### config.mk
export PLATFORM = sky130hd
export DESIGN_NAME = battery_voltage_monitor
export DESIGN_NICKNAME = d
export VERILOG_FILES = /design/src/rtl/bvm_pkg.sv /design/src/rtl/bvm_divider.sv /design/src/rtl/bvm_track.sv /design/src/rtl/battery_voltage_monitor.sv
export VERILOG_INCLUDE_DIRS = /design/src /design/src/rtl
export SDC_FILE = /design/constraint.sdc
export NUM_CORES = 2
export LEC_CHECK = 0
export ABC_CLOCK_PERIOD_IN_PS = 9400
export BUFFER_PORTS_ARGS = -buffer_cell sky130_fd_sc_hd__buf_4
export CAP_MARGIN = 5
export CORE_MARGIN = 2
export CORE_UTILIZATION = 40
export CTS_BUF_LIST = sky130_fd_sc_hd__clkbuf_4
export CTS_CLUSTER_DIAMETER = 40
export DETAILED_ROUTE_END_ITERATION = 16
export GPL_TIMING_DRIVEN = 1
export PLACE_DENSITY = 0.57
export SLEW_MARGIN = 25
export SYNTH_ARGS = -nofsm -noshare
export SYNTH_HDL_FRONTEND = slang
export SYNTH_HIERARCHICAL = 1
export SYNTH_SLANG_ARGS = --single-unit
### constraint.sdc
create_clock -name clk -period 9.4 [get_ports clk]
set_clock_uncertainty 0.15 [all_clocks]
set_input_delay 0.94 -clock clk [delete_from_list [all_inputs] [get_ports clk]]
set_output_delay 0.94 -clock clk [all_outputs]
set_load 0.05 [all_outputs]
### src/rtl/assert_macros.svh
`ifndef ASSERT_MACROS_SVH
`define ASSERT_MACROS_SVH

// Same-cycle implication, checked on every rising edge outside reset.
`define ASSERT_IMPLIES(label, clk, rst, ante, cons) \
  label: assert property (@(posedge clk) disable iff (rst) (ante) |-> (cons)) \
    else $error("assertion failed: same-cycle implication");

// Next-cycle implication, checked on every rising edge outside reset.
`define ASSERT_NEXT(label, clk, rst, ante, cons) \
  label: assert property (@(posedge clk) disable iff (rst) (ante) |=> (cons)) \
    else $error("assertion failed: next-cycle implication");

`endif

### src/rtl/bvm_pkg.sv
package bvm_pkg;

  localparam int unsigned TICK_MS_DEF = 100;

  localparam int unsigned ADC_W   = 12;
  localparam int unsigned MV_W    = 15;
  localparam int unsigned FRAC_W  = 16;
  localparam int unsigned Q_W     = 31;
  localparam int unsigned SCALE_W = 26;
  localparam int unsigned DIV_N_W = SCALE_W + FRAC_W;
  localparam int unsigned COEF_W  = 16;
  localparam int unsigned PROD_W  = Q_W + COEF_W;
  localparam int unsigned GRB_W   = 24;
  localparam int unsigned PER_W   = 16;
  localparam int unsigned SEQ_W   = 16;
  localparam int unsigned CFG_W   = 16;

  localparam logic [13:0]        MV_SCALE  = 14'd13310;
  localparam logic [ADC_W-1:0]   VREF_HIGH = 12'd4095;
  localparam logic [DIV_N_W-1:0] RD_MAX    = DIV_N_W'(64'd20000 << 16);
  localparam logic [Q_W-1:0]     FLOOR_Q   = Q_W'(64'd4900 << 16);
  localparam logic [Q_W:0]       HALF_LSB  = (Q_W+1)'(32768);
  localparam logic [COEF_W-1:0]  EMA_NEW   = 16'd3277;
  localparam logic [COEF_W-1:0]  EMA_OLD   = 16'd62259;

  localparam logic [MV_W-1:0] TH_HI  = 15'd7900;
  localparam logic [MV_W-1:0] TH_MID = 15'd7600;
  localparam logic [MV_W-1:0] TH_LO  = 15'd7400;
  localparam logic [MV_W-1:0] HYST   = 15'd50;

  localparam logic [1:0] BAND_RED    = 2'd0;
  localparam logic [1:0] BAND_ORANGE = 2'd1;
  localparam logic [1:0] BAND_YELLOW = 2'd2;
  localparam logic [1:0] BAND_GREEN  = 2'd3;

  typedef enum logic [1:0] {
    REG_HB_PERIOD,
    REG_LOW_LIMIT,
    REG_STREAM_EN,
    REG_STREAM_PERIOD
  } reg_index_t;

  typedef enum logic [2:0] {
    ST_IDLE,
    ST_CHECK,
    ST_DIVIDE,
    ST_MUL_OLD,
    ST_MUL_NEW,
    ST_SUM,
    ST_TRACK
  } state_t;

  typedef struct packed {
    logic             we;
    reg_index_t       index;
    logic [CFG_W-1:0] data;
  } cfg_bus_t;

  typedef struct packed {
    logic [MV_W-1:0]  mv;
    logic [1:0]       band;
    logic             changed;
    logic [GRB_W-1:0] grb;
    logic             hb;
    logic [MV_W-1:0]  rep;
    logic             frame;
    logic [SEQ_W-1:0] seq;
    logic             alarm;
  } trk_result_t;

  function automatic logic [GRB_W-1:0] band_grb(input logic [1:0] band);
    logic [GRB_W-1:0] grb;
    unique case (band)
      BAND_GREEN:  grb = 24'h300000;
      BAND_YELLOW: grb = 24'h202000;
      BAND_ORANGE: grb = 24'h103000;
      default:     grb = 24'h003000;
    endcase
    return grb;
  endfunction

endpackage

### src/rtl/bvm_divider.sv
module bvm_divider (
  input  logic                          clk,
  input  logic                          rst,
  input  logic                          start,
  input  logic [bvm_pkg::DIV_N_W-1:0]   dividend,
  input  logic [bvm_pkg::ADC_W-1:0]     divisor,
  output logic                          done,
  output logic [bvm_pkg::DIV_N_W-1:0]   quotient
);
  import bvm_pkg::*;

  localparam int unsigned CNT_W = $clog2(DIV_N_W);

  logic               busy;
  logic [CNT_W-1:0]   cnt;
  logic [ADC_W-1:0]   rem;
  logic [ADC_W-1:0]   dsor;
  logic [DIV_N_W-1:0] quo;
  logic [ADC_W:0]     shifted;
  logic [ADC_W:0]     trial;
  logic               fits;

  assign shifted  = {rem, quo[DIV_N_W-1]};
  assign trial    = shifted - {1'b0, dsor};
  assign fits     = shifted >= {1'b0, dsor};
  assign quotient = quo;

  always_ff @(posedge clk) begin
    if (rst) begin
      busy <= 1'b0;
      done <= 1'b0;
      cnt  <= '0;
    end else begin
      done <= 1'b0;
      if (start) begin
        busy <= 1'b1;
        cnt  <= '0;
      end else if (busy) begin
        cnt <= cnt + 1'b1;
        if (cnt == CNT_W'(DIV_N_W - 1)) begin
          busy <= 1'b0;
          done <= 1'b1;
        end
      end
    end
  end

  always_ff @(posedge clk) begin
    if (start) begin
      rem  <= '0;
      dsor <= divisor;
      quo  <= dividend;
    end else if (busy) begin
      rem <= fits ? trial[ADC_W-1:0] : shifted[ADC_W-1:0];
      quo <= {quo[DIV_N_W-2:0], fits};
    end
  end

endmodule

### src/rtl/bvm_track.sv
module bvm_track #(
  parameter int unsigned TICK_MS = bvm_pkg::TICK_MS_DEF
) (
  input  logic                      clk,
  input  logic                      rst,
  input  bvm_pkg::cfg_bus_t         cfg,
  input  logic                      step,
  input  logic [bvm_pkg::Q_W-1:0]   filter,
  output bvm_pkg::trk_result_t      result
);
  import bvm_pkg::*;

  localparam int unsigned LIMIT_TICKS = 10000 / TICK_MS;
  localparam int unsigned LC_W        = $clog2(LIMIT_TICKS + 2);
  localparam logic [PER_W:0] TICK_E   = (PER_W+1)'(TICK_MS);

  logic [PER_W-1:0] hb_period;
  logic [MV_W-1:0]  low_limit;
  logic             stream_en;
  logic [PER_W-1:0] stream_period;

  logic [1:0]       band_reg;
  logic             band_valid;
  logic [PER_W-1:0] hb_elapsed;
  logic [LC_W-1:0]  low_count;
  logic [PER_W-1:0] stream_elapsed;
  logic [SEQ_W-1:0] stream_seq;

  logic [1:0]       band_next;
  logic [PER_W-1:0] hb_elapsed_next;
  logic [LC_W-1:0]  low_count_next;
  logic [LC_W-1:0]  count_inc;
  logic [PER_W-1:0] stream_elapsed_next;
  logic [SEQ_W-1:0] stream_seq_next;
  logic [PER_W:0]   hb_sum;
  logic [PER_W:0]   stream_sum;
  logic [PER_W-1:0] stream_per;
  logic [Q_W:0]     rep_sum;
  logic [MV_W-1:0]  mv;
  logic             low_now;

  always_comb begin
    mv      = filter[Q_W-1:FRAC_W];
    rep_sum = {1'b0, filter} + HALF_LSB;

    band_next = band_reg;
    if (!band_valid) begin
      if (mv < TH_LO)       band_next = BAND_RED;
      else if (mv < TH_MID) band_next = BAND_ORANGE;
      else if (mv < TH_HI)  band_next = BAND_YELLOW;
      else                  band_next = BAND_GREEN;
    end else begin
      unique case (band_reg)
        BAND_GREEN: begin
          if (mv < TH_HI - HYST) band_next = BAND_YELLOW;
        end
        BAND_YELLOW: begin
          if (mv >= TH_HI + HYST)       band_next = BAND_GREEN;
          else if (mv < TH_MID - HYST)  band_next = BAND_ORANGE;
        end
        BAND_ORANGE: begin
          if (mv >= TH_MID + HYST)      band_next = BAND_YELLOW;
          else if (mv < TH_LO - HYST)   band_next = BAND_RED;
        end
        default: begin
          if (mv >= TH_LO + HYST) band_next = BAND_ORANGE;
        end
      endcase
    end

    result.mv      = mv;
    result.band    = band_next;
    result.changed = !band_valid || (band_next != band_reg);
    result.grb     = band_grb(band_next);
    result.rep     = rep_sum[Q_W-1:FRAC_W];

    hb_sum          = {1'b0, hb_elapsed} + TICK_E;
    result.hb       = 1'b0;
    hb_elapsed_next = '0;
    if (hb_period != '0) begin
      if (hb_sum >= {1'b0, hb_period}) begin
        result.hb = 1'b1;
      end else begin
        hb_elapsed_next = hb_sum[PER_W-1:0];
      end
    end

    low_now        = (filter < {low_limit, {FRAC_W{1'b0}}}) && (filter > FLOOR_Q);
    count_inc      = low_now ? low_count + 1'b1 : '0;
    result.alarm   = count_inc > LC_W'(LIMIT_TICKS);
    low_count_next = result.alarm ? '0 : count_inc;

    stream_per          = (stream_period < TICK_E[PER_W-1:0]) ? TICK_E[PER_W-1:0]
                                                              : stream_period;
    stream_sum          = {1'b0, stream_elapsed} + TICK_E;
    stream_elapsed_next = stream_elapsed;
    stream_seq_next     = stream_seq;
    result.frame        = 1'b0;
    result.seq          = '0;
    if (stream_en) begin
      if (stream_sum >= {1'b0, stream_per}) begin
        stream_elapsed_next = '0;
        result.frame        = 1'b1;
        result.seq          = stream_seq;
        stream_seq_next     = stream_seq + 1'b1;
      end else begin
        stream_elapsed_next = stream_sum[PER_W-1:0];
      end
    end
  end

  always_ff @(posedge clk) begin
    if (rst) begin
      hb_period      <= '0;
      low_limit      <= 15'd6300;
      stream_en      <= 1'b0;
      stream_period  <= '0;
      band_reg       <= BAND_RED;
      band_valid     <= 1'b0;
      hb_elapsed     <= '0;
      low_count      <= '0;
      stream_elapsed <= '0;
      stream_seq     <= '0;
    end else begin
      if (step) begin
        band_reg       <= band_next;
        band_valid     <= 1'b1;
        hb_elapsed     <= hb_elapsed_next;
        low_count      <= low_count_next;
        stream_elapsed <= stream_elapsed_next;
        stream_seq     <= stream_seq_next;
      end
      if (cfg.we) begin
        unique case (cfg.index)
          REG_HB_PERIOD:     hb_period <= cfg.data;
          REG_LOW_LIMIT:     low_limit <= cfg.data[MV_W-1:0];
          REG_STREAM_EN: begin
            stream_en      <= cfg.data[0];
            stream_elapsed <= '0;
            stream_seq     <= '0;
          end
          REG_STREAM_PERIOD: stream_period <= cfg.data;
          default: ;
        endcase
      end
    end
  end

endmodule

### src/rtl/battery_voltage_monitor.sv
// Battery voltage monitor.
// The input channel (in_valid, in_stall, vref_raw, vbat_raw) carries one ADC
// tick per transfer. Each tick yields exactly one result transfer on the
// output channel (out_valid, out_stall and the result fields).
// A tick with a usable reference runs the restoring divider for the reading,
// then the ST_MUL_OLD, ST_MUL_NEW and ST_SUM steps of multiply and add for the
// moving average, or loads the reading directly while the filter is zero. A
// tick with a reference of zero or full scale skips the arithmetic and goes
// straight from the check state to the result state.
// One tick is worked at a time; in_stall stays high until the sequencer is
// back in its idle state, so no tick is taken before the last has its result.
// Results sit in an output register, so the next tick is taken while a result
// waits; if the receiver still stalls when the next result is done, the block
// holds that result internally and keeps in_stall high.
// Configuration writes through cfg_we, cfg_index and cfg_data take effect at
// the clock edge; the user must make them only while the block is idle (not enforced).
// Synchronous reset clears the filter, band, timers and configuration to
// their reset values and empties the output register.

`include "assert_macros.svh"

module battery_voltage_monitor #(
  parameter int unsigned TICK_MS = bvm_pkg::TICK_MS_DEF
) (
  input  logic        clk,
  input  logic        rst,
  input  logic        in_valid,
  output logic        in_stall,
  input  logic [11:0] vref_raw,
  input  logic [11:0] vbat_raw,
  output logic        out_valid,
  input  logic        out_stall,
  output logic [14:0] filtered_mv,
  output logic [1:0]  led_band,
  output logic        band_changed,
  output logic [23:0] led_grb,
  output logic        heartbeat_report,
  output logic [14:0] report_mv,
  output logic        stream_frame,
  output logic [15:0] frame_seq,
  output logic        alarm,
  input  logic        cfg_we,
  input  logic [1:0]  cfg_index,
  input  logic [15:0] cfg_data
);
  import bvm_pkg::*;

  state_t state;
  state_t state_next;

  logic [ADC_W-1:0]   vref_q;
  logic [ADC_W-1:0]   vbat_q;
  logic [Q_W-1:0]     filter;
  logic [Q_W-1:0]     rd;
  logic [PROD_W-1:0]  prod;
  logic [PROD_W-1:0]  acc;
  logic [PROD_W:0]    ema_sum;
  logic [Q_W-1:0]     mul_a;
  logic [COEF_W-1:0]  mul_b;
  logic [SCALE_W-1:0] scaled;
  logic [DIV_N_W-1:0] dividend;
  logic [DIV_N_W-1:0] quotient;
  logic [Q_W-1:0]     rd_clamped;
  logic               div_start;
  logic               div_done;
  logic               vref_ok;
  logic               trk_step;
  logic               out_free;
  cfg_bus_t           cfg;
  trk_result_t        trk_result;
  trk_result_t        out_q;

  assign cfg        = '{we: cfg_we, index: reg_index_t'(cfg_index), data: cfg_data};
  assign vref_ok    = (vref_q != '0) && (vref_q != VREF_HIGH);
  assign scaled     = SCALE_W'(MV_SCALE) * SCALE_W'(vbat_q);
  assign dividend   = {scaled, {FRAC_W{1'b0}}};
  assign rd_clamped = (quotient > RD_MAX) ? '0 : quotient[Q_W-1:0];
  assign mul_a      = (state == ST_MUL_OLD) ? filter : rd;
  assign mul_b      = (state == ST_MUL_OLD) ? EMA_OLD : EMA_NEW;
  assign ema_sum    = {1'b0, acc} + {1'b0, prod};
  assign out_free   = !out_valid || !out_stall;
  assign in_stall   = (state != ST_IDLE);

  bvm_divider u_divider (
    .clk      (clk),
    .rst      (rst),
    .start    (div_start),
    .dividend (dividend),
    .divisor  (vref_q),
    .done     (div_done),
    .quotient (quotient)
  );

  bvm_track #(
    .TICK_MS (TICK_MS)
  ) u_track (
    .clk    (clk),
    .rst    (rst),
    .cfg    (cfg),
    .step   (trk_step),
    .filter (filter),
    .result (trk_result)
  );

  always_ff @(posedge clk) begin
    if (rst) begin
      state <= ST_IDLE;
    end else begin
      state <= state_next;
    end
  end

  always_comb begin
    state_next = state;
    div_start  = 1'b0;
    trk_step   = 1'b0;
    unique case (state)
      ST_IDLE: begin
        if (in_valid) state_next = ST_CHECK;
      end
      ST_CHECK: begin
        if (vref_ok) begin
          div_start  = 1'b1;
          state_next = ST_DIVIDE;
        end else begin
          state_next = ST_TRACK;
        end
      end
      ST_DIVIDE: begin
        if (div_done) state_next = (filter == '0) ? ST_TRACK : ST_MUL_OLD;
      end
      ST_MUL_OLD: state_next = ST_MUL_NEW;
      ST_MUL_NEW: state_next = ST_SUM;
      ST_SUM:     state_next = ST_TRACK;
      ST_TRACK: begin
        if (out_free) begin
          trk_step   = 1'b1;
          state_next = ST_IDLE;
        end
      end
      default: state_next = ST_IDLE;
    endcase
  end

  always_ff @(posedge clk) begin
    if (rst) begin
      filter    <= '0;
      out_valid <= 1'b0;
    end else begin
      if (state == ST_DIVIDE && div_done && filter == '0) begin
        filter <= rd_clamped;
      end else if (state == ST_SUM) begin
        filter <= ema_sum[PROD_W-1:FRAC_W];
      end
      if (trk_step) begin
        out_valid <= 1'b1;
      end else if (!out_stall) begin
        out_valid <= 1'b0;
      end
    end
  end

  always_ff @(posedge clk) begin
    if (state == ST_IDLE && in_valid) begin
      vref_q <= vref_raw;
      vbat_q <= vbat_raw;
    end
    if (state == ST_DIVIDE && div_done) begin
      rd <= rd_clamped;
    end
    if (state == ST_MUL_OLD || state == ST_MUL_NEW) begin
      prod <= mul_a * mul_b;
    end
    if (state == ST_MUL_NEW) begin
      acc <= prod;
    end
    if (trk_step) begin
      out_q <= trk_result;
    end
  end

  assign filtered_mv      = out_q.mv;
  assign led_band         = out_q.band;
  assign band_changed     = out_q.changed;
  assign led_grb          = out_q.grb;
  assign heartbeat_report = out_q.hb;
  assign report_mv        = out_q.rep;
  assign stream_frame     = out_q.frame;
  assign frame_seq        = out_q.seq;
  assign alarm            = out_q.alarm;

  `ASSERT_IMPLIES(a_done_in_divide, clk, rst, div_done, state == ST_DIVIDE)
  `ASSERT_NEXT(a_accept_to_check, clk, rst, in_valid && !in_stall, state == ST_CHECK)
  `ASSERT_IMPLIES(a_result_from_track, clk, rst, $rose(out_valid), $past(state) == ST_TRACK)
  `ASSERT_IMPLIES(a_filter_in_range, clk, rst, 1'b1, filter <= RD_MAX[Q_W-1:0])

endmodule

# Word level (Yosys, flattened, before mapping)
# Cells that the tools add are included.
dict set report classes {
  n_addsub 8
  multipliers 2
  n_lt_le_gt_ge 17
  n_eq_ne 22
  mux 53
  bitwise 1
  n_reduce_logical 27
}
# op n
set op_table {}
lappend op_table {{16-bit two-way mux} 14}
lappend op_table {{31-bit two-way mux} 4}
lappend op_table {{15-bit by 13-bit less-than comparator with 1-bit output (second input constant)} 6}
lappend op_table {{42-bit two-way mux} 2}
lappend op_table {{22-bit case mux with 3 select lines} 1}
lappend op_table {{47-bit adder} 1}
lappend op_table {{31-bit by 16-bit multiplier with 47-bit output} 1}
lappend op_table {{15-bit by 13-bit greater-or-equal comparator with 1-bit output (second input constant)} 3}
lappend op_table {{42-bit by 31-bit > comparator with 1-bit output (second input constant)} 1}
lappend op_table {{16-bit by 7-bit adder with 17-bit output (second input constant)} 2}
lappend op_table {{17-bit by 16-bit greater-or-equal comparator with 1-bit output} 2}
lappend op_table {{31-bit by 16-bit adder with 31-bit output (second input constant)} 1}
lappend op_table {{31-bit by 29-bit > comparator with 1-bit output (second input constant)} 1}
lappend op_table {{31-bit logical NOT} 1}
lappend op_table {{31-bit less-than comparator} 1}
lappend op_table {{13-bit by 12-bit multiplier with 25-bit output (first input constant)} 1}
lappend op_table {{3-bit case mux with 7 select lines} 1}
lappend op_table {{2-bit two-way mux} 9}
lappend op_table {{17-bit two-way mux} 1}
lappend op_table {{16-bit by 1-bit adder with 16-bit output (second input constant)} 1}
lappend op_table {{16-bit by 7-bit less-than comparator with 1-bit output (second input constant)} 1}
lappend op_table {{16-bit nonzero test} 1}
lappend op_table {{3-bit two-way mux} 5}
lappend op_table {{7-bit two-way mux} 2}
lappend op_table {{other kinds (31)} 67}
dict set report word_totals {
  regBits 440
  input_bits 47
  wordCells 164
}

# Logic depth before layout (Yosys ltp)
dict set report depth {
  ltp_word 8
  ltp_mapped 31
  depth_no_buf 27
}

# Modules after synthesis
# Netlist, hierarchy kept.
# mod n_inst cells_per_inst area_per_inst_um2 seq_area_each_um2
set modules_own_cells {}
lappend modules_own_cells {battery_voltage_monitor 1 2570 27087.2 7457.2}
lappend modules_own_cells {bvm_track 1 920 7058.0 2082.0}
lappend modules_own_cells {bvm_divider 1 291 3633.5 2021.9}

# Worst setup path before layout
# OpenSTA, ideal clock, no wires.
dict set report synth_timing {
  kind {register to register}
  startpoint {reg state[1]}
  endpoint {reg prod[40] (data pin)}
  setup_time_ps 261
  t_arrival_ps 7085
  path_slack_ps 1904
  stages_incl_launch_ff 25
  n_path_buf 2
  synth_period_minus_slack_ps 7496
  path_cell_list {dfxtp_1 clkbuf_1 nand2_1 nor2_1 clkbuf_1 nand2_1 fa_1 inv_1 fa_1 fa_1 fa_1 fa_1 inv_1 fa_1 inv_1 ha_1 and4_4 nand4_2 a2111oi_4 or3_4 a31oi_4 o31ai_4 a2111oi_4 or3_4 o311a_1}
}
dict set report synth_via {
  elab_chain_len 3
}
# item line_no
set synth_lines {}
lappend synth_lines {{start: declaration} battery_voltage_monitor.sv:48} ;# state_t state;
lappend synth_lines {{start signal: assignment} battery_voltage_monitor.sv:109} ;# state <= state_next;
lappend synth_lines {{3-bit by 2-bit == test with 1-bit output *} {battery_voltage_monitor.sv:78, battery_voltage_monitor.sv:79}}
lappend synth_lines {{31-bit two-way mux or 16-bit two-way mux (tied branches)} {battery_voltage_monitor.sv:78, battery_voltage_monitor.sv:79}}
lappend synth_lines {{31-bit by 16-bit multiplier with 47-bit output *} battery_voltage_monitor.sv:172} ;# prod <= mul_a * mul_b;
lappend synth_lines {{end signal: assignment} battery_voltage_monitor.sv:172}
lappend synth_lines {{end: declaration} battery_voltage_monitor.sv:55} ;# logic [PROD_W-1:0] prod;
# Mark *: on every way between the ends. The rest lies on a longest branch, timed or not.
# A chain may end at the register's enable or synchronous reset.

# Worst setup path after layout
dict set report layout_timing {
  startpoint {reg state[1]}
  endpoint {reg prod[43] (data pin)}
}
# The elaborated chain is that of the path after synthesis.

==> impl_metrics.py <==
metrics = {
    "timing": {
        "hold_ws_ps": 107,
        "worstMarginPinSlew_ps": 1090,
        "setup_violations": 0,
        "hold_viol_final": 0,
        "max_freq_ghz": 0.119,
        "period_needed_ps": 8370,
        "rsz0062_at_grt": "false",
        "finalCritPeriodShare_pct": 89.1,
        "final.setup.tns_ps": 0,
        "slew_viol_final": 0,
        "maxSlewHeadroom_pct": 27.4,
    },
    "cts": {
        "clockBufferDepth": 3,
        "cts_made_buffers": 121,
        "tritoncts": "done",
        "clockRootBuffer": "clkbuf_4",
        "clock_sinks": 438,
        "htreeDepth": 3,
        "clkLatencyLatePin_ps": 990,
        "path_clk_slew_ps": 70,
    },
    "synth": {
        "ys_seq_area_share_pct": 30.6,
        "yosys_register_bits": 438,
        "syn-cell-area_sq_um": 37800,
        "avgSynthCellArea_sq_um": 9.99,
        "synthArstFlopShare_pct": 0,
        "syn-instance-count": 3781,
        "synth_cell_types": 100,
        "yosysWarnings": 6,
        "synth-main-ff-cell": "edfxtp_1",
        "synth_edf_count": 279,
    },
    "global_route": {
        "grtUsageMet1_pct": 28.5,
        "grt_pass1_vias": 27517,
        "grt_pass1_wl_mm": 157,
        "grtUsageMet3_pct": 3.12,
        "top_usage_layer": "met2",
        "grt_max_degree": 70,
        "gr-usage-met2_pct": 32.7,
        "antenna_found_initial": 2,
        "track_usage_pct": 20.6,
        "grt_overflow": 0,
    },
    "worst_setup_path": {
        "crit_fanout": 30,
        "critical_path_class": "register to register",
        "cp-end-kind": "register",
        "worstPathArrival_ps": 8910,
        "worst_setup_path_start_kind": "register",
        "required_ps": 9940,
        "r2r_setup_slack_ps": 1030,
    },
    "floorplan": {
        "fp.coreArea_sq_um": 93500,
        "initial_utilization_pct": 40.4,
        "die_area_sq_um": 96900,
        "die_h_um": 311,
        "row_count": 112,
        "die_w_um": 311,
        "io_pins": 125,
    },
    "placed_design": {
        "dpl.hpwl_mm": 77.3,
        "portBuffers": 124,
        "gp_congestion": 0.915,
        "placed_cell_area_sq_um": 39800,
    },
    "cells_and_area": {
        "syn2layout_area_growth_pct": 10.6,
        "post-route-cell-area_sq_um": 41800,
        "fin_util_pct": 44.7,
        "nets": 4734,
        "drive_gt1_share_pct": 11.5,
    },
    "detailed_routing": {
        "route.detailed.drc": 0,
        "vias": 27351,
        "wire_per_inst_um": 18.6,
        "wl_mm": 98.9,
        "drt-pass1-iter-count": 5,
        "viasPerCell": 5.15,
        "ant_nets": 0,
        "drt_iter0_markers": 1862,
    },
    "outcome": {
        "status": "finished, final reports clean",
    },
    "min_path": {
        "min_path_type": "input port to register",
    },
    "flow_run": {
        "cap_violations": 0,
    },
}
==> Yosys cell counts, types with 8 or more instances <==
library cell | number | share of area, %
o21ai_0 | 70 | 0.93
o21a_1 | 16 | 0.32
a221oi_1 | 10 | 0.23
or4_1 | 11 | 0.22
a2111oi_0 | 9 | 0.21
dfxtp_1 | 159 | 8.4
nand4_1 | 43 | 0.71
nor2_1 | 181 | 1.8
nor3_1 | 36 | 0.48
a21oi_1 | 216 | 2.9
a22o_1 | 8 | 0.19
buf_1 | 9 | 0.089
o211ai_1 | 14 | 0.28
and4_1 | 9 | 0.21
a211o_1 | 12 | 0.28
a311oi_1 | 13 | 0.30
edfxtp_1 | 279 | 22
mux2_2 | 45 | 1.3
clkbuf_1 | 128 | 1.3
xnor2_1 | 121 | 2.8
a41oi_1 | 10 | 0.23
nor3b_1 | 13 | 0.26
ha_1 | 374 | 12
nand3_1 | 72 | 0.95
buf_2 | 13 | 0.17
xor2_1 | 51 | 1.2
or2_2 | 14 | 0.23
and3_1 | 45 | 0.75
buf_4 | 38 | 0.76
nand2_1 | 367 | 3.6
nor4_1 | 28 | 0.46
nor2b_1 | 30 | 0.50
nand2b_1 | 21 | 0.35
o21bai_1 | 8 | 0.16
or3_1 | 15 | 0.25
o22ai_1 | 18 | 0.30
a31oi_1 | 31 | 0.51
a211oi_1 | 25 | 0.50
inv_1 | 585 | 5.8
and2_1 | 43 | 0.71
fa_1 | 365 | 19
a21o_1 | 87 | 1.7
==> cells in the final DEF, fill, tap and decap left out, drive strengths merged, types with 16 or more instances in the layout <==
cell and n:
a311oi 17, a211oi 26, dlygate4sd3 36, nor2b 30, dfxtp 159, nand2b 21, clkbuf 179, a21o 87
o21a 16, fa 365, clkinv 43, mux2 46, a2111oi 17, a31oi 32, and2 45, and3 48
o21ai 77, or3 17, edfxtp 279, ha 374, xor2 51, nor2 183, a21oi 218, nand3 73
o22ai 18, buf 161, nor3 36, nor4 29, conb 41, nand4 45, nand2 367, inv 587
xnor2 121
==> layout make-up <==
cell class              count  area, sq um
well taps                1254         1570
repair buffers            197         1570
diodes                      2         5.00
inverters                 585         2200
clock inverters            48          223
clock buffers             179         1340
fillers                  9040        51700
flip-flops and latches    438        11600
multi-input cells        2605        23300
==> cells by family after synthesis <==
group	count (synthesis)	synth area share (%)
AND/OR/NAND/NOR	963	12.4
buffers and inverters	776	8.19
adder cells (fa/ha/maj)	739	31.7
AO/OA/AOI/OAI	637	11.5
flip-flops	438	30.6
XOR/XNOR	172	3.99
multiplexers	53	1.57
other	3	0.0298
==> worst paths after layout <==
path | from | endpoint | depth (start not counted)
max | state[1]$_SDFFE_PP0P_ | prod[43]$_DFFE_PP_ | 26
min | cfg_data[8] | u_track/stream_period[8]$_SDFFE_PP0P_ | 3
max reg2reg | state[1]$_SDFFE_PP0P_ | prod[43]$_DFFE_PP_ | 26
min reg2reg | prod[31]$_DFFE_PP_ | acc[31]$_DFFE_PP_ | 0
==> metrics by stage <==
step | cells | worst slack [ps]
2_1_floorplan | 3819 | 1900
3_3_place_gp | 5043 | 1250
3_5_place_dp | 5043 | 1170
4_1_cts | 5306 | 1110
5_1_grt | 5307 | 649
6_report | 5308 | 1030
==> repair_timing <==
| item | CTS | global route |
|---|---|---|
| setup endpoints to repair | 0 | 0 |
| setup buffers | 0 | 0 |
| gates resized for setup | 0 | 0 |
| hold buffers | 36 | 0 |
| hold endpoints to repair | 44 | 0 |
==> worst max-delay path, cell delays in order (launching register included) <==
cell and delay, ps:
dfxtp_1 560, nand3_2 680, nand2_1 350, inv_1 170, ha_1 340, xnor2_1 150, fa_1 480, inv_1 50
fa_1 500, inv_1 50, fa_1 470, inv_1 50, fa_1 570, inv_1 70, fa_1 530, inv_1 40
ha_1 450, nand2_1 80, o2111ai_1 220, a41oi_1 140, o21ai_1 370, o21ai_2 140, o21a_1 250, o21ai_1 250
o22a_1 310, a21oi_1 100, or4_1 540
==> layer usage <==
layer | vias up | wire length [um]
li1 | 13174 | -
met1 | 13275 | 44900
met2 | 717 | 45600
met3 | 183 | 5010
met4 | 2 | 3440
met5 | - | 10
Power is not shown: default switching activity piles up to over one toggle a cycle in this logic, so the estimate is an artifact.
